<file path="src/hw/rtl/rlrs_pkg.sv">
// Package for the run length resolution scaler.
// Holds field widths, register indexes, mode codes and shared structs.
// No dependencies.
`timescale 1ns / 1ps

package rlrs_pkg;

  localparam int RUN_W   = 14;
  localparam int OUT_W   = 16;
  localparam int CFG_IDX_W = 3;
  localparam int CFG_DATA_W = 14;
  localparam int ALU_W   = 9;

  localparam logic [CFG_IDX_W-1:0] CFG_SCALE_MODE  = 3'd0;
  localparam logic [CFG_IDX_W-1:0] CFG_EXTRA_LONG  = 3'd1;
  localparam logic [CFG_IDX_W-1:0] CFG_COUNT_LONG  = 3'd2;
  localparam logic [CFG_IDX_W-1:0] CFG_EXTRA_SHORT = 3'd3;
  localparam logic [CFG_IDX_W-1:0] CFG_COUNT_SHORT = 3'd4;
  localparam logic [CFG_IDX_W-1:0] CFG_LINE_WIDTH  = 3'd5;

  localparam logic [1:0] MODE_PASS = 2'd0;
  localparam logic [1:0] MODE_UP   = 2'd1;
  localparam logic [1:0] MODE_DOWN = 2'd2;

  typedef struct packed {
    logic [1:0]  scale_mode;
    logic [3:0]  extra_long;
    logic [3:0]  count_long;
    logic [3:0]  extra_short;
    logic [3:0]  count_short;
    logic [13:0] line_width;
  } cfg_t;

  typedef struct packed {
    logic [ALU_W-1:0] a;
    logic [ALU_W-1:0] b;
  } alu_req_t;

  typedef struct packed {
    logic             ge;
    logic [ALU_W-1:0] diff;
  } alu_rsp_t;

endpackage

</file>
<file path="src/hw/rtl/rlrs_if.sv">
// Valid/ready channel interfaces for the run length resolution scaler.
// Depends on rlrs_pkg for field widths.
`timescale 1ns / 1ps

interface rlrs_in_if;
  logic                       valid;
  logic                       ready;
  logic [rlrs_pkg::RUN_W-1:0] run_length;

  modport source (output valid, output run_length, input ready);
  modport sink   (input valid, input run_length, output ready);
endinterface

interface rlrs_out_if;
  logic                       valid;
  logic                       ready;
  logic [rlrs_pkg::OUT_W-1:0] scaled_run;
  logic                       line_end;

  modport source (output valid, output scaled_run, output line_end, input ready);
  modport sink   (input valid, input scaled_run, input line_end, output ready);
endinterface

</file>
<file path="src/hw/rtl/run_length_resolution_scaler.sv">
// Top level of the run length resolution scaler.
// Depends on rlrs_pkg, rlrs_if, rlrs_cfg, rlrs_core and rlrs_alu.
//
// Usage: each transfer on in_chan carries one run of a scan line; each run
// yields exactly one transfer on out_chan with the rescaled run (saturated
// at 65535) and line_end set on the run that completes the line.
// Registers are written through cfg_we/cfg_idx/cfg_wdata while the block is
// idle: a rule for the user, which the block itself does not enforce. A write
// takes effect on the next run.
// Timing: one pixel of the run is processed per clock by the sequencer, with
// one shared compare/subtract unit; pass mode goes straight to the last step.
// The first run after a register write first reduces the counters into the
// new period by repeated subtraction.
// The next run is accepted as soon as the previous result sits in the
// output register, so a stalled receiver holds at most one finished result
// plus one run in progress; the sequencer waits at its last step until the
// output register frees up.
// Reset (synchronous, rst_n low) restores the register defaults and clears
// the slot phase, period position and line sum.
`timescale 1ns / 1ps

module run_length_resolution_scaler (
  input  logic                            clk,
  input  logic                            rst_n,
  rlrs_in_if.sink                         in_chan,
  rlrs_out_if.source                      out_chan,
  input  logic                            cfg_we,
  input  logic [rlrs_pkg::CFG_IDX_W-1:0]  cfg_idx,
  input  logic [rlrs_pkg::CFG_DATA_W-1:0] cfg_wdata
);

  rlrs_pkg::cfg_t cfg;

  rlrs_cfg u_cfg (
    .clk       (clk),
    .rst_n     (rst_n),
    .cfg_we    (cfg_we),
    .cfg_idx   (cfg_idx),
    .cfg_wdata (cfg_wdata),
    .cfg       (cfg)
  );

  rlrs_core u_core (
    .clk            (clk),
    .rst_n          (rst_n),
    .cfg            (cfg),
    .cfg_we         (cfg_we),
    .in_valid       (in_chan.valid),
    .in_ready       (in_chan.ready),
    .in_run_length  (in_chan.run_length),
    .out_valid      (out_chan.valid),
    .out_ready      (out_chan.ready),
    .out_scaled_run (out_chan.scaled_run),
    .out_line_end   (out_chan.line_end)
  );

endmodule

</file>
<file path="src/hw/rtl/rlrs_alu.sv">
// Shared compare and subtract unit of the scaler sequencer.
// Depends on rlrs_pkg for the request and response structs.
`timescale 1ns / 1ps

module rlrs_alu (
  input  rlrs_pkg::alu_req_t req,
  output rlrs_pkg::alu_rsp_t rsp
);

  assign rsp.ge   = (req.a >= req.b);
  assign rsp.diff = req.a - req.b;

endmodule

</file>
<file path="src/hw/rtl/rlrs_cfg.sv">
// Configuration register file of the scaler.
// Depends on rlrs_pkg for register indexes and the cfg_t struct.
`timescale 1ns / 1ps

module rlrs_cfg (
  input  logic                            clk,
  input  logic                            rst_n,
  input  logic                            cfg_we,
  input  logic [rlrs_pkg::CFG_IDX_W-1:0]  cfg_idx,
  input  logic [rlrs_pkg::CFG_DATA_W-1:0] cfg_wdata,
  output rlrs_pkg::cfg_t                  cfg
);

  rlrs_pkg::cfg_t cfg_r;
  rlrs_pkg::cfg_t cfg_nxt;

  always_comb begin
    cfg_nxt = cfg_r;
    if (cfg_we) begin
      case (cfg_idx)
        rlrs_pkg::CFG_SCALE_MODE:  cfg_nxt.scale_mode  = cfg_wdata[1:0];
        rlrs_pkg::CFG_EXTRA_LONG:  cfg_nxt.extra_long  = cfg_wdata[3:0];
        rlrs_pkg::CFG_COUNT_LONG:  cfg_nxt.count_long  = cfg_wdata[3:0];
        rlrs_pkg::CFG_EXTRA_SHORT: cfg_nxt.extra_short = cfg_wdata[3:0];
        rlrs_pkg::CFG_COUNT_SHORT: cfg_nxt.count_short = cfg_wdata[3:0];
        rlrs_pkg::CFG_LINE_WIDTH:  cfg_nxt.line_width  = cfg_wdata[13:0];
        default: ;
      endcase
    end
  end

  always_ff @(posedge clk) begin
    if (!rst_n) begin
      cfg_r.scale_mode  <= rlrs_pkg::MODE_PASS;
      cfg_r.extra_long  <= 4'd0;
      cfg_r.count_long  <= 4'd0;
      cfg_r.extra_short <= 4'd0;
      cfg_r.count_short <= 4'd1;
      cfg_r.line_width  <= 14'd1728;
    end else begin
      cfg_r <= cfg_nxt;
    end
  end

  assign cfg = cfg_r;

endmodule

</file>
<file path="src/hw/rtl/rlrs_core.sv">
// Sequencer and datapath of the scaler: steps one pixel per cycle through a run.
// Depends on rlrs_pkg and the shared compare/subtract unit rlrs_alu.
`timescale 1ns / 1ps

module rlrs_core (
  input  logic                        clk,
  input  logic                        rst_n,
  input  rlrs_pkg::cfg_t              cfg,
  input  logic                        cfg_we,
  input  logic                        in_valid,
  output logic                        in_ready,
  input  logic [rlrs_pkg::RUN_W-1:0]  in_run_length,
  output logic                        out_valid,
  input  logic                        out_ready,
  output logic [rlrs_pkg::OUT_W-1:0]  out_scaled_run,
  output logic                        out_line_end
);

  localparam logic [3:0] ST_IDLE   = 4'd0;
  localparam logic [3:0] ST_UP_MOD = 4'd1;
  localparam logic [3:0] ST_UP_RUN = 4'd2;
  localparam logic [3:0] ST_DN_MUL = 4'd3;
  localparam logic [3:0] ST_DN_SUM = 4'd4;
  localparam logic [3:0] ST_DN_MOD = 4'd5;
  localparam logic [3:0] ST_DN_ML  = 4'd6;
  localparam logic [3:0] ST_DN_MS  = 4'd7;
  localparam logic [3:0] ST_DN_RUN = 4'd8;
  localparam logic [3:0] ST_FIN    = 4'd9;

  logic [3:0]  state_r, state_nxt;
  logic [13:0] run_r, run_nxt;
  logic [13:0] cnt_r, cnt_nxt;
  logic [17:0] acc_r, acc_nxt;
  logic        last_r, last_nxt;
  logic [14:0] line_sum_r, line_sum_nxt;
  logic [4:0]  phase_r, phase_nxt;
  logic [8:0]  pos_r, pos_nxt;
  logic [8:0]  ml_r, ml_nxt;
  logic [8:0]  ms_r, ms_nxt;
  logic [8:0]  lp_r, lp_nxt;
  logic [8:0]  per_r, per_nxt;
  logic        dirty_r, dirty_nxt;
  logic        out_valid_r, out_valid_nxt;
  logic [15:0] out_run_r, out_run_nxt;
  logic        out_end_r, out_end_nxt;

  logic [4:0]  up_period;
  logic [4:0]  gl;
  logic [4:0]  gs;
  logic [14:0] sum_full;
  logic        accept;
  logic        load;
  logic [17:0] result;
  logic        drop;

  rlrs_pkg::alu_req_t alu_req;
  rlrs_pkg::alu_rsp_t alu_rsp;

  rlrs_alu u_alu (
    .req (alu_req),
    .rsp (alu_rsp)
  );

  assign up_period = {1'b0, cfg.count_long} + {1'b0, cfg.count_short};
  assign gl        = {1'b0, cfg.extra_long} + 5'd1;
  assign gs        = {1'b0, cfg.extra_short} + 5'd1;
  assign sum_full  = line_sum_r + {1'b0, in_run_length};

  assign in_ready = (state_r == ST_IDLE);
  assign accept   = in_valid && in_ready;
  assign load     = (state_r == ST_FIN) && (!out_valid_r || out_ready);

  // Operand selection for the shared unit, one use per state.
  always_comb begin
    case (state_r)
      ST_UP_MOD: begin
        alu_req.a = {4'b0, phase_r};
        alu_req.b = {4'b0, up_period};
      end
      ST_UP_RUN: begin
        alu_req.a = {4'b0, phase_r};
        alu_req.b = {5'b0, cfg.count_long};
      end
      ST_DN_MOD: begin
        alu_req.a = pos_r;
        alu_req.b = per_r;
      end
      ST_DN_ML: begin
        alu_req.a = ml_r;
        alu_req.b = {4'b0, gl};
      end
      ST_DN_MS: begin
        alu_req.a = ms_r;
        alu_req.b = {4'b0, gs};
      end
      default: begin
        alu_req.a = pos_r;
        alu_req.b = lp_r;
      end
    endcase
  end

  // In the short part the drop test uses the absolute position, as specified.
  assign drop = alu_rsp.ge ? (ms_r != 9'd0) : (ml_r != 9'd0);

  always_comb begin
    case (cfg.scale_mode)
      rlrs_pkg::MODE_UP:   result = {4'b0, run_r} + acc_r;
      rlrs_pkg::MODE_DOWN: result = {4'b0, run_r - acc_r[13:0]};
      default:             result = {4'b0, run_r};
    endcase
  end

  always_comb begin
    state_nxt     = state_r;
    run_nxt       = run_r;
    cnt_nxt       = cnt_r;
    acc_nxt       = acc_r;
    last_nxt      = last_r;
    line_sum_nxt  = line_sum_r;
    phase_nxt     = phase_r;
    pos_nxt       = pos_r;
    ml_nxt        = ml_r;
    ms_nxt        = ms_r;
    lp_nxt        = lp_r;
    per_nxt       = per_r;
    dirty_nxt     = dirty_r;
    out_valid_nxt = out_valid_r;
    out_run_nxt   = out_run_r;
    out_end_nxt   = out_end_r;

    if (out_valid_r && out_ready) begin
      out_valid_nxt = 1'b0;
    end

    case (state_r)
      ST_IDLE: begin
        if (accept) begin
          run_nxt = in_run_length;
          cnt_nxt = in_run_length;
          acc_nxt = 18'd0;
          if (sum_full >= {1'b0, cfg.line_width}) begin
            last_nxt     = 1'b1;
            line_sum_nxt = 15'd0;
          end else begin
            last_nxt     = 1'b0;
            line_sum_nxt = sum_full;
          end
          case (cfg.scale_mode)
            rlrs_pkg::MODE_UP:   state_nxt = ST_UP_MOD;
            rlrs_pkg::MODE_DOWN: state_nxt = ST_DN_MUL;
            default:             state_nxt = ST_FIN;
          endcase
        end
      end
      ST_UP_MOD: begin
        if (up_period == 5'd0) begin
          phase_nxt = 5'd0;
          state_nxt = ST_FIN;
        end else if (alu_rsp.ge) begin
          phase_nxt = alu_rsp.diff[4:0];
        end else begin
          state_nxt = ST_UP_RUN;
        end
      end
      ST_UP_RUN: begin
        if (cnt_r == 14'd0) begin
          state_nxt = ST_FIN;
        end else begin
          acc_nxt   = acc_r + {14'b0, (alu_rsp.ge ? cfg.extra_short : cfg.extra_long)};
          phase_nxt = (phase_r + 5'd1 == up_period) ? 5'd0 : phase_r + 5'd1;
          cnt_nxt   = cnt_r - 14'd1;
        end
      end
      ST_DN_MUL: begin
        lp_nxt    = {4'b0, gl} * {5'b0, cfg.count_long};
        state_nxt = ST_DN_SUM;
      end
      ST_DN_SUM: begin
        per_nxt   = lp_r + {4'b0, gs} * {5'b0, cfg.count_short};
        state_nxt = ST_DN_MOD;
      end
      ST_DN_MOD: begin
        if (per_r == 9'd0) begin
          pos_nxt   = 9'd0;
          ml_nxt    = 9'd0;
          ms_nxt    = 9'd0;
          state_nxt = ST_FIN;
        end else if (alu_rsp.ge) begin
          pos_nxt = alu_rsp.diff;
        end else if (dirty_r) begin
          // Group remainders are rebuilt only after a register write.
          ml_nxt    = pos_r;
          ms_nxt    = pos_r;
          state_nxt = ST_DN_ML;
        end else begin
          state_nxt = ST_DN_RUN;
        end
      end
      ST_DN_ML: begin
        if (alu_rsp.ge) begin
          ml_nxt = alu_rsp.diff;
        end else begin
          state_nxt = ST_DN_MS;
        end
      end
      ST_DN_MS: begin
        if (alu_rsp.ge) begin
          ms_nxt = alu_rsp.diff;
        end else begin
          dirty_nxt = 1'b0;
          state_nxt = ST_DN_RUN;
        end
      end
      ST_DN_RUN: begin
        if (cnt_r == 14'd0) begin
          state_nxt = ST_FIN;
        end else begin
          acc_nxt = acc_r + {17'b0, drop};
          cnt_nxt = cnt_r - 14'd1;
          if (pos_r + 9'd1 == per_r) begin
            pos_nxt = 9'd0;
            ml_nxt  = 9'd0;
            ms_nxt  = 9'd0;
          end else begin
            pos_nxt = pos_r + 9'd1;
            ml_nxt  = (ml_r + 9'd1 == {4'b0, gl}) ? 9'd0 : ml_r + 9'd1;
            ms_nxt  = (ms_r + 9'd1 == {4'b0, gs}) ? 9'd0 : ms_r + 9'd1;
          end
        end
      end
      ST_FIN: begin
        if (load) begin
          out_valid_nxt = 1'b1;
          out_run_nxt   = (result[17:16] != 2'b00) ? 16'hFFFF : result[15:0];
          out_end_nxt   = last_r;
          if (last_r) begin
            phase_nxt = 5'd0;
            pos_nxt   = 9'd0;
            ml_nxt    = 9'd0;
            ms_nxt    = 9'd0;
          end
          state_nxt = ST_IDLE;
        end
      end
      default: state_nxt = ST_IDLE;
    endcase

    if (cfg_we) begin
      dirty_nxt = 1'b1;
    end
  end

  always_ff @(posedge clk) begin
    if (!rst_n) begin
      state_r     <= ST_IDLE;
      line_sum_r  <= 15'd0;
      phase_r     <= 5'd0;
      pos_r       <= 9'd0;
      ml_r        <= 9'd0;
      ms_r        <= 9'd0;
      dirty_r     <= 1'b0;
      out_valid_r <= 1'b0;
    end else begin
      state_r     <= state_nxt;
      line_sum_r  <= line_sum_nxt;
      phase_r     <= phase_nxt;
      pos_r       <= pos_nxt;
      ml_r        <= ml_nxt;
      ms_r        <= ms_nxt;
      dirty_r     <= dirty_nxt;
      out_valid_r <= out_valid_nxt;
    end
  end

  always_ff @(posedge clk) begin
    run_r     <= run_nxt;
    cnt_r     <= cnt_nxt;
    acc_r     <= acc_nxt;
    last_r    <= last_nxt;
    lp_r      <= lp_nxt;
    per_r     <= per_nxt;
    out_run_r <= out_run_nxt;
    out_end_r <= out_end_nxt;
  end

  assign out_valid      = out_valid_r;
  assign out_scaled_run = out_run_r;
  assign out_line_end   = out_end_r;

  a_up_phase_in_period: assert property (@(posedge clk) disable iff (!rst_n)
    (state_r == ST_UP_RUN) |-> (phase_r < up_period))
    else $error("slot phase outside its period while stepping pixels");

  a_dn_counters_reduced: assert property (@(posedge clk) disable iff (!rst_n)
    (state_r == ST_DN_RUN) |->
      ((pos_r < per_r) && (ml_r < {4'b0, gl}) && (ms_r < {4'b0, gs})))
    else $error("down counters not reduced while stepping pixels");

  a_line_end_clears: assert property (@(posedge clk) disable iff (!rst_n)
    (load && last_r) |=> ((phase_r == 5'd0) && (pos_r == 9'd0) && (line_sum_r == 15'd0)))
    else $error("counters not restarted after the last run of a line");

  a_drop_bounded: assert property (@(posedge clk) disable iff (!rst_n)
    ((state_r == ST_FIN) && (cfg.scale_mode == rlrs_pkg::MODE_DOWN)) |->
      ((acc_r[17:14] == 4'd0) && (acc_r[13:0] <= run_r)))
    else $error("more pixels dropped than the run holds");

  a_busy_after_accept: assert property (@(posedge clk) disable iff (!rst_n)
    accept |=> !in_ready)
    else $error("input ready again right after a transfer");

endmodule
</file>
<file path="src/flat_wrapper.sv">
// flat-port wrapper written by rule: the top's interface ports become plain ports
module run_length_resolution_scaler_flat 
  (clk, rst_n, cfg_we, cfg_idx, cfg_wdata, in_chan_valid, in_chan_run_length, in_chan_ready, out_chan_valid, out_chan_scaled_run, out_chan_line_end, out_chan_ready);
  rlrs_in_if in_chan_i ();
  rlrs_out_if out_chan_i ();
  input  logic clk;
  input  logic rst_n;
  input  logic cfg_we;
  input  logic [rlrs_pkg::CFG_IDX_W-1:0] cfg_idx;
  input  logic [rlrs_pkg::CFG_DATA_W-1:0] cfg_wdata;
  input wire logic [$bits(in_chan_i.valid)-1:0] in_chan_valid;
  input wire logic [$bits(in_chan_i.run_length)-1:0] in_chan_run_length;
  output wire logic [$bits(in_chan_i.ready)-1:0] in_chan_ready;
  output wire logic [$bits(out_chan_i.valid)-1:0] out_chan_valid;
  output wire logic [$bits(out_chan_i.scaled_run)-1:0] out_chan_scaled_run;
  output wire logic [$bits(out_chan_i.line_end)-1:0] out_chan_line_end;
  input wire logic [$bits(out_chan_i.ready)-1:0] out_chan_ready;
  assign in_chan_i.valid = in_chan_valid;
  assign in_chan_i.run_length = in_chan_run_length;
  assign in_chan_ready = in_chan_i.ready;
  assign out_chan_valid = out_chan_i.valid;
  assign out_chan_scaled_run = out_chan_i.scaled_run;
  assign out_chan_line_end = out_chan_i.line_end;
  assign out_chan_i.ready = out_chan_ready;
  run_length_resolution_scaler u_core (.clk(clk), .rst_n(rst_n), .in_chan(in_chan_i), .out_chan(out_chan_i), .cfg_we(cfg_we), .cfg_idx(cfg_idx), .cfg_wdata(cfg_wdata));
endmodule
</file>
<file path="config.mk">
export PLATFORM = sky130hd
export DESIGN_NAME = run_length_resolution_scaler_flat
export DESIGN_NICKNAME = d
export VERILOG_FILES = /design/src/hw/rtl/rlrs_pkg.sv /design/src/hw/rtl/rlrs_if.sv /design/src/hw/rtl/run_length_resolution_scaler.sv /design/src/hw/rtl/rlrs_alu.sv /design/src/hw/rtl/rlrs_cfg.sv /design/src/hw/rtl/rlrs_core.sv /design/src/flat_wrapper.sv
export SDC_FILE = /design/constraint.sdc
export NUM_CORES = 1
export LEC_CHECK = 0
export BUFFER_PORTS_ARGS = -buffer_cell sky130_fd_sc_hd__clkbuf_2
export CAP_MARGIN = 20
export CORE_MARGIN = 2
export CORE_UTILIZATION = 30
export DETAILED_ROUTE_END_ITERATION = 6
export SETUP_SLACK_MARGIN = 0.4
export SYNTH_ARGS = -nofsm -noshare
export SYNTH_HDL_FRONTEND = slang
export SYNTH_SLANG_ARGS = --single-unit
</file>
<file path="constraint.sdc">
create_clock -name clk -period 5.03 [get_ports clk]
set_input_delay 0.2515 -clock clk [delete_from_list [all_inputs] [get_ports clk]]
set_output_delay 0.2515 -clock clk [all_outputs]
set_load 0.02 [all_outputs]
</file>
==> impl_metrics.toml, run 1 <==
[run_status]
outcome = "finished with violations"
violations_in_the_final_reports = "DRC"

[sta]
slew_headroom_pct = 31.4
timing.fmax_mhz = 209
fin_setup_tns_ps = 0
finalHoldViolCount = 0
fin_crit_ps = 4790
finalMaxSlewViolations = 0
clock-skew-final_ps = 15.5
worst_slew_pin_slew_ps = 1030
layout_worst_path_cycle_share_pct = 95.2
fin_worst_hold_slack_ps = 30.2
unrepaired_setup_endpoints_after_global_routing = "true"
setup-violations-final = 0

[final_layout]
design.final.nets = 1751
finalInstanceArea_mm2 = 0.0154
final-instance-count-excl-fill = 2177
commonest_non_fill_non_tap_cell_in_the_layout = "sky130_fd_sc_hd__nand2_1"
drive_above_1_share_pct = 15.6
flow.area_growth_from_synthesis_pct = 16.6
num-fill-cells = 4434
area.sequential_mm2 = 0.00418
area_used_by_multi_input_combinational_logic_mm2 = 0.00855
n_antenna_cell = 0
layout.cells.most_common_list = "sky130_fd_sc_hd__nand2_1 (121), sky130_fd_sc_hd__inv_1 (109), sky130_fd_sc_hd__ha_1 (108)"

[synthesis]
post_synth_num_cell_types = 87
synthMuxAreaShare_pct = 1.85
synth-simple-area-share_pct = 17.6
yosys_register_bits = 167
ys_warn_count = 0
fraction_of_synthesized_cell_area_in_xor_and_xnor_cells_pct = 7.82
synth-seq-area-share_pct = 31.5
synth-edff-count = 82
netlist_instances = 1498
synth_nets = 1670
syn_area_mm2 = 0.0132
synth_async_sr_flop_share_pct = 0
ys_dominant_reg_cell = "sky130_fd_sc_hd__dfxtp_1"
synth-adder-area-share_pct = 14.2
synth_compound_area_share_pct = 21.5
synth_top_family_by_area = "compound AO/OA/AOI/OAI gates"
syn_avg_cell_area_um2 = 8.82

[worst_setup_path]
crit_arrival_ps = 4940
crit_start = "u_core.u_cfg.cfg[14]"
cp_endpoint_kind = "register"
path_max_fanout = 4
count_of_cells_along_the_worst_register_to_register_path = 20
endpoint = "u_core.u_core.acc_r[10]"
critical_path_required_ps = 5180
timing.reg2reg.setup_slack_ps = 240
critical_path.startpoint_type = "register"
regToRegEndpoint = "u_core.u_core.acc_r[10]"
timing.setup.critical_path_class = "reg2reg"
reg2reg_from = "u_core.u_cfg.cfg[14]"

[floorplanning]
die_w_um = 214
rows = 76
start_util_pct = 30.5
num_io_pins = 55
area_enclosed_by_the_die_boundary_mm2 = 0.0457
core_area_mm2 = 0.0433
die_h_um = 214

[drt]
postRouteWirelength_mm = 39.3
drc = 39
route.vias.total = 11709
wl_per_cell_um = 18.0
drt.antenna.violating_nets = 0
detail_route.first_pass.iterations = 7
detailedRoute.firstIterationViolations = 999
routed_via_density = 5.38

[clocking]
clock_sinks = 167
cts_tree = "yes"
clock_path_buffers = 2
numCtsBuffers = 17
htreeDepth = 4
clk_latency_ps = 450
cts.clk_slew.worst_paths_ps = 70
clockRootBuffer = "sky130_fd_sc_hd__clkbuf_16"

[power]
cellLeakagePower_nw = 6.35
ir_worst_vdd_uv = 203
pwr_density_cell_mw_per_mm2 = 506

[placement]
place_inst = 2132
dp_hpwl_mm = 30.2
gp_congestion = 0.949
numPortBuffers = 54
dpl-instance-area_mm2 = 0.0146

[global_routing]
gr_overflow_total = 0
largest_net_degree_at_the_start_of_global_routing = 50
grt_antenna_before_repair = 0
grt_pass1_wl_mm = 61.9
grt_usage_pct = 17.4
first_global_vias = 11113

[hold_path]
hold_path_depth = 3
worstHoldPathType = "in2reg"

[run]
max_cap_viol_count = 0
-- worst min path at each step --
stage	start	end	slack, ps
finish	cfg_wdata[11]	u_core.u_cfg.cfg[11]	30
global route	cfg_wdata[13]	u_core.u_cfg.cfg[13]	30
CTS	cfg_wdata[11]	u_core.u_cfg.cfg[11]	20
detailed placement	u_core.u_cfg.cfg[2]	u_core.u_cfg.cfg[2]	450
global placement	u_core.u_cfg.cfg[2]	u_core.u_cfg.cfg[2]	450
floorplan	in_chan_run_length[0]	u_core.u_core.run_r[0]	350
-- cell type report --
class                      count  area share (%)
timing repair buffer         137            6.10
clock buffer                  20            2.96
clock inverter                12           0.885
sequential                   167            27.1
inverter                     111            2.72
tap                          585            4.75
multi-input combinational   1145            55.5
-- registers in the layout, indices dropped and copies added, names as in the netlist, 14 cells and up --
signal                        cells
u_core.u_core.cnt_r              14
u_core.u_core.out_scaled_run     16
u_core.u_core.acc_r              18
u_core.u_cfg.cfg                 32
u_core.u_core.line_sum_r         15
u_core.u_core.run_r              14
-- cell usage after synthesis, types with 36 or more instances --
| cell | instances | area, um2 |
|---|---|---|
| sky130_fd_sc_hd__nor2_1 | 110 | 413 |
| sky130_fd_sc_hd__dfxtp_1 | 85 | 1700 |
| sky130_fd_sc_hd__ha_1 | 112 | 1400 |
| sky130_fd_sc_hd__xnor2_1 | 80 | 701 |
| sky130_fd_sc_hd__nand3_1 | 37 | 185 |
| sky130_fd_sc_hd__o21ai_0 | 81 | 405 |
| sky130_fd_sc_hd__edfxtp_1 | 82 | 2460 |
| sky130_fd_sc_hd__a21oi_1 | 91 | 455 |
| sky130_fd_sc_hd__xor2_1 | 38 | 333 |
| sky130_fd_sc_hd__nor3_1 | 36 | 180 |
| sky130_fd_sc_hd__clkbuf_1 | 52 | 195 |
| sky130_fd_sc_hd__inv_1 | 110 | 413 |
| sky130_fd_sc_hd__nand2_1 | 123 | 462 |
-- metal layers --
metal / part of all wire, % / vias up / track usage [%]
met5: 0 / - / 0
met4: 2.2 / 0 / 5.65
met2: 44 / 425 / 26.9
li1: - / 5568 / -
met1: 46 / 5657 / 24.2
met3: 7.0 / 59 / 3.69
-- critical path: stages, from the launching register on --
cell                       delay [ps]
sky130_fd_sc_hd__dfxtp_2          340
sky130_fd_sc_hd__ha_4             160
sky130_fd_sc_hd__fa_2             350
sky130_fd_sc_hd__buf_6            130
sky130_fd_sc_hd__xor2_2           160
sky130_fd_sc_hd__a222oi_1         300
sky130_fd_sc_hd__and2_4           240
sky130_fd_sc_hd__ha_4             210
sky130_fd_sc_hd__nand4_1          100
sky130_fd_sc_hd__o21bai_1          80
sky130_fd_sc_hd__a21o_1           190
sky130_fd_sc_hd__or3_4            420
sky130_fd_sc_hd__mux4_2           460
sky130_fd_sc_hd__ha_4             180
sky130_fd_sc_hd__fa_2             330
sky130_fd_sc_hd__a21o_1           220
sky130_fd_sc_hd__a21oi_4          220
sky130_fd_sc_hd__buf_4            160
sky130_fd_sc_hd__buf_6             80
sky130_fd_sc_hd__or4_4             90
sky130_fd_sc_hd__a21oi_1           50
-- per-stage QoR --
| stage | total power, mW | util (%) | setup slack (ps) |
|---|---|---|---|
| 2_1_floorplan | 5.50 | - | 210 |
| 3_3_place_gp | 6.24 | 33.6 | 105 |
| 3_5_place_dp | 6.30 | 33.6 | 7.75 |
| 4_1_cts | 7.73 | 35.4 | 323 |
| 5_1_grt | 8.33 | 35.6 | 57.0 |
| 6_report | 7.80 | 35.6 | 239 |
-- report_power, final --
| part | leakage [nW] | total, mW | switching [mW] | internal (mW) |
|---|---|---|---|---|
| Clock | 0.293 | 1.33 | 0.606 | 0.727 |
| Combinational | 4.60 | 4.22 | 2.51 | 1.71 |
| Sequential | 1.46 | 2.24 | 0.396 | 1.85 |
| Total | 6.35 | 7.80 | 3.52 | 4.28 |
-- logic make-up after synthesis --
| kind of cell | after synthesis |
|---|---|
| and+or+nand+nor | 467 |
| buffers and inverters | 186 |
| DFF | 167 |
| AOI/OAI and AO/OA | 401 |
| xor gates and xnor gates | 118 |
| adders and majority gates | 136 |
| muxes | 23 |
-- timing repair --
| action | CTS | global route |
|---|---|---|
| pin swaps | 22 | 12 |
| gates cloned | 0 | 0 |
| hold buffers | 0 | 0 |
| setup endpoints to repair | 14 | 14 |
| resized for setup | 26 | 17 |
| buffers inserted | 7 | 5 |
No activity file was read; power rests on OpenSTA's default activity.
==> inputs of run 2 (changes only) <==
--- a/config.mk
+++ b/config.mk
@@ -13,4 +13,5 @@
 export SETUP_SLACK_MARGIN = 0.4
 export SYNTH_ARGS = -nofsm -noshare
 export SYNTH_HDL_FRONTEND = slang
+export SYNTH_HIERARCHICAL = 1
 export SYNTH_SLANG_ARGS = --single-unit
==> run 2 against run 1 <==
  * The flow now finishes without violations
  * Synthesized area is 1.8% higher
  * First-iteration DRC count is 5.2% higher
  * Flip-flop and latch count stayed put
  * Worst setup slack improved by 170 ps
  * Clock power about the same
  * Register-to-register slack better by 170 ps
  * Synthesized cell count increased by 5.6%
  * Final cell count up 3.6%
  * Critical endpoint is now u_core/u_core/acc_r[13]
==> impl_metrics.toml, run 2 <==
[placement]
gp_congestion = 0.925
dpl-instance-area_mm2 = 0.0146
numPortBuffers = 54
place_inst = 2208
dp_hpwl_mm = 30.5
pre_cts_setup_slack_ps = 173

[worst_setup_path]
critical-path-top-cell-by-count = "sky130_fd_sc_hd__ha_4"
crit_path_top_delay_cell = "sky130_fd_sc_hd__fa_2"
critical_path.startpoint_type = "register"
critical_path_required_ps = 5210
regToRegEndpoint = "u_core/u_core/acc_r[13]"
reg2reg_from = "u_core/u_cfg/cfg[14]"
crit_arrival_ps = 4800
critical_path_stages = 23
critical-path-top-delay-family = "compound AO/OA/AOI/OAI gates"
critical_path.max_stage_delay_ps = 490
timing.setup.critical_path_class = "reg2reg"
count_of_cells_along_the_worst_register_to_register_path = 23
timing.critical_path.cells = "ha_4 > fa_2 > a222oi_1 > o21ai_1 > inv_1 > ha_4 > a21boi_1 > or3_1 > o211ai_1 > a31oi_2 > buf_6 > buf_4 > mux2i_2 > nor2_2 > ha_1 > a21o_1 > a21oi_2 > nor2b_2 > o21ai_2 > nor2_4 > nand3_2 > xor2_1 > nor2_1"
critPathBufInv = 3
cp_endpoint_kind = "register"
timing.reg2reg.setup_slack_ps = 410
path_max_fanout = 5
endpoint = "u_core/u_core/acc_r[13]"
crit_start = "u_core/u_cfg/cfg[14]"

[floorplanning]
start_util_pct = 30.4
core_area_mm2 = 0.0442
num_io_pins = 55
area_enclosed_by_the_die_boundary_mm2 = 0.0465
die_w_um = 216
die_h_um = 216
rows = 77

[synthesis]
ys_warn_count = 6
post-synth-top-count-cell = "sky130_fd_sc_hd__nand2_1"
yosys.area.top_type = "sky130_fd_sc_hd__edfxtp_1"
synth.top_cells.by_area = "sky130_fd_sc_hd__edfxtp_1 (18%), sky130_fd_sc_hd__dfxtp_1 (13%), sky130_fd_sc_hd__ha_1 (11%)"
yosys.area.top_type_share_pct = 18.3
post_synth_num_cell_types = 82
ys_dominant_reg_cell = "sky130_fd_sc_hd__dfxtp_1"
syn_avg_cell_area_um2 = 8.50
syn_area_mm2 = 0.0134
synth-edff-count = 82
synth_async_sr_flop_share_pct = 0
netlist_instances = 1582
commonest_cells_in_the_synthesized_netlist = "sky130_fd_sc_hd__nand2_1 (177), sky130_fd_sc_hd__inv_1 (126), sky130_fd_sc_hd__ha_1 (113), sky130_fd_sc_hd__nor2_1 (109), sky130_fd_sc_hd__o21ai_0 (107)"
synth_nets = 1755
yosys_register_bits = 167
synth-seq-area-share_pct = 31.0

[final_layout]
drive_above_1_share_pct = 12.5
n_antenna_cell = 0
layout.cells.most_common_list = "sky130_fd_sc_hd__nand2_1 (177), sky130_fd_sc_hd__inv_1 (123), sky130_fd_sc_hd__ha_1 (107)"
flow.area_growth_from_synthesis_pct = 15.0
commonest_non_fill_non_tap_cell_in_the_layout = "sky130_fd_sc_hd__nand2_1"
num-fill-cells = 4585
design.final.nets = 1823
largest_register_ff_count = 32
final-instance-count-excl-fill = 2255
finalInstanceArea_mm2 = 0.0155

[clocking]
clockRootBuffer = "sky130_fd_sc_hd__clkbuf_16"
clock_path_buffers = 2
cts.clk_slew.worst_paths_ps = 80
htreeDepth = 4
clock_sinks = 167
clk_latency_ps = 440
cts_tree = "yes"
numCtsBuffers = 17

[hold_path]
worstHoldPathType = "in2reg"
hold_path_depth = 3

[global_routing]
grt_usage_pct = 16.6
grt_pass1_wl_mm = 61.6
grt_antenna_before_repair = 0
first_global_vias = 11208
gr_overflow_total = 0
largest_net_degree_at_the_start_of_global_routing = 77

[sta]
fin_setup_tns_ps = 0
fin_crit_ps = 4620
finalMaxSlewViolations = 0
worst_slew_pin_slew_ps = 1090
layout_worst_path_cycle_share_pct = 91.8
unrepaired_setup_endpoints_after_global_routing = "true"
setup-violations-final = 0
finalHoldViolCount = 0
post-route-worst-setup-slack_ps = 410
fin_worst_hold_slack_ps = 35.0
timing.fmax_mhz = 216
slew_headroom_pct = 26.5
clock-skew-final_ps = 10.4

[drt]
drt.antenna.violating_nets = 0
wl_per_cell_um = 17.5
drc = 0
detail_route.first_pass.iterations = 5
detailedRoute.firstIterationViolations = 1051
postRouteWirelength_mm = 39.5
route.vias.total = 11988
routed_via_density = 5.32

[run]
max_cap_viol_count = 0

[power]
pwr_density_cell_mw_per_mm2 = 516
cellLeakagePower_nw = 6.31
ir_worst_vdd_uv = 266

[run_status]
outcome = "finished clean"
-- run 2: changes by cell type after synthesis, sizes merged, moves of 6 or more --
cell	delta
o21ai	+26
o211ai	-8
inv	+17
o21bai	-6
nor3	-11
mux2i	+29
a222oi	-9
o221a	-7
o31ai	-9
xnor2	-9
a22oi	-6
a21oi	+10
nand2	+54
-- run 2: repair_timing --
item / in CTS / in global routing
gates resized for setup: 8 / 42
hold buffers: 0 / 0
setup buffers: 1 / 12
gates cloned: 0 / 1
endpoints found under the setup margin: 11 / 23
pin swaps: 1 / 31
-- run 2: metal layers --
metal / GRT usage [%] / vias up / wire, um
li1: - / 5776 / -
met1: 23.4 / 5795 / 18700
met2: 26.0 / 370 / 17700
met3: 2.44 / 47 / 2260
met4: 5.17 / 0 / 787
met5: 0 / - / 0
-- run 2: worst register-to-register path: stages (launching register included) --
cell and delay [ps]:
sky130_fd_sc_hd__dfxtp_2 340, sky130_fd_sc_hd__ha_4 160, sky130_fd_sc_hd__fa_2 500, sky130_fd_sc_hd__a222oi_1 270, sky130_fd_sc_hd__o21ai_1 170, sky130_fd_sc_hd__inv_1 120
sky130_fd_sc_hd__ha_4 200, sky130_fd_sc_hd__a21boi_1 120, sky130_fd_sc_hd__or3_1 310, sky130_fd_sc_hd__o211ai_1 110, sky130_fd_sc_hd__a31oi_2 140, sky130_fd_sc_hd__buf_6 170
sky130_fd_sc_hd__buf_4 130, sky130_fd_sc_hd__mux2i_2 210, sky130_fd_sc_hd__nor2_2 80, sky130_fd_sc_hd__ha_1 270, sky130_fd_sc_hd__a21o_1 170, sky130_fd_sc_hd__a21oi_2 200
sky130_fd_sc_hd__nor2b_2 70, sky130_fd_sc_hd__o21ai_2 230, sky130_fd_sc_hd__nor2_4 90, sky130_fd_sc_hd__nand3_2 90, sky130_fd_sc_hd__xor2_1 160, sky130_fd_sc_hd__nor2_1 60
-- run 2: cell families (layout without fill, tap and decap cells) --
family	Yosys count	in the layout	share of synthesized area, %
flops	167	167	31.0
compound gates	405	405	19.8
buf+inv	201	282	5.88
simple gates	514	514	18.4
xor+xnor	107	107	7.07
mux	51	51	3.81
fa+ha+maj	137	137	14.1
-- run 2: how the worst min path moves through the flow --
stage                     startpoint                endpoint  slack [ps]
4_1_cts                 cfg_wdata[4]     u_core/u_cfg/cfg[4]          20
5_1_grt                cfg_wdata[13]    u_core/u_cfg/cfg[13]          40
3_3_place_gp     u_core/u_cfg/cfg[4]     u_core/u_cfg/cfg[4]         450
6_report                cfg_wdata[4]     u_core/u_cfg/cfg[4]          30
3_5_place_dp     u_core/u_cfg/cfg[4]     u_core/u_cfg/cfg[4]         450
2_1_floorplan  in_chan_run_length[0]  u_core/u_core/run_r[0]         350
-- run 2: area by class of cell --
class	instances	area [um2]	area share, %
multi-input combinational	1214	8680	56.1
sequential	167	4170	27.0
timing repair buffer	123	797	5.15
tap	592	741	4.79
clock buffer	21	503	3.25
inverter	127	479	3.10
clock inverter	11	97.6	0.631
-- run 2: per-stage QoR --
step / util, % / total power, mW
6_report: 35.0 / 7.99
5_1_grt: 35.0 / 8.52
3_3_place_gp: 32.9 / 6.34
2_1_floorplan: - / 5.18
3_5_place_dp: 32.9 / 6.39
4_1_cts: 34.3 / 7.79
-- run 2: power breakdown --
group          switching [mW]  total, mW  internal, mW
sequential              0.422       2.30          1.87
clock                   0.622       1.36         0.737
combinational            2.66       4.33          1.67
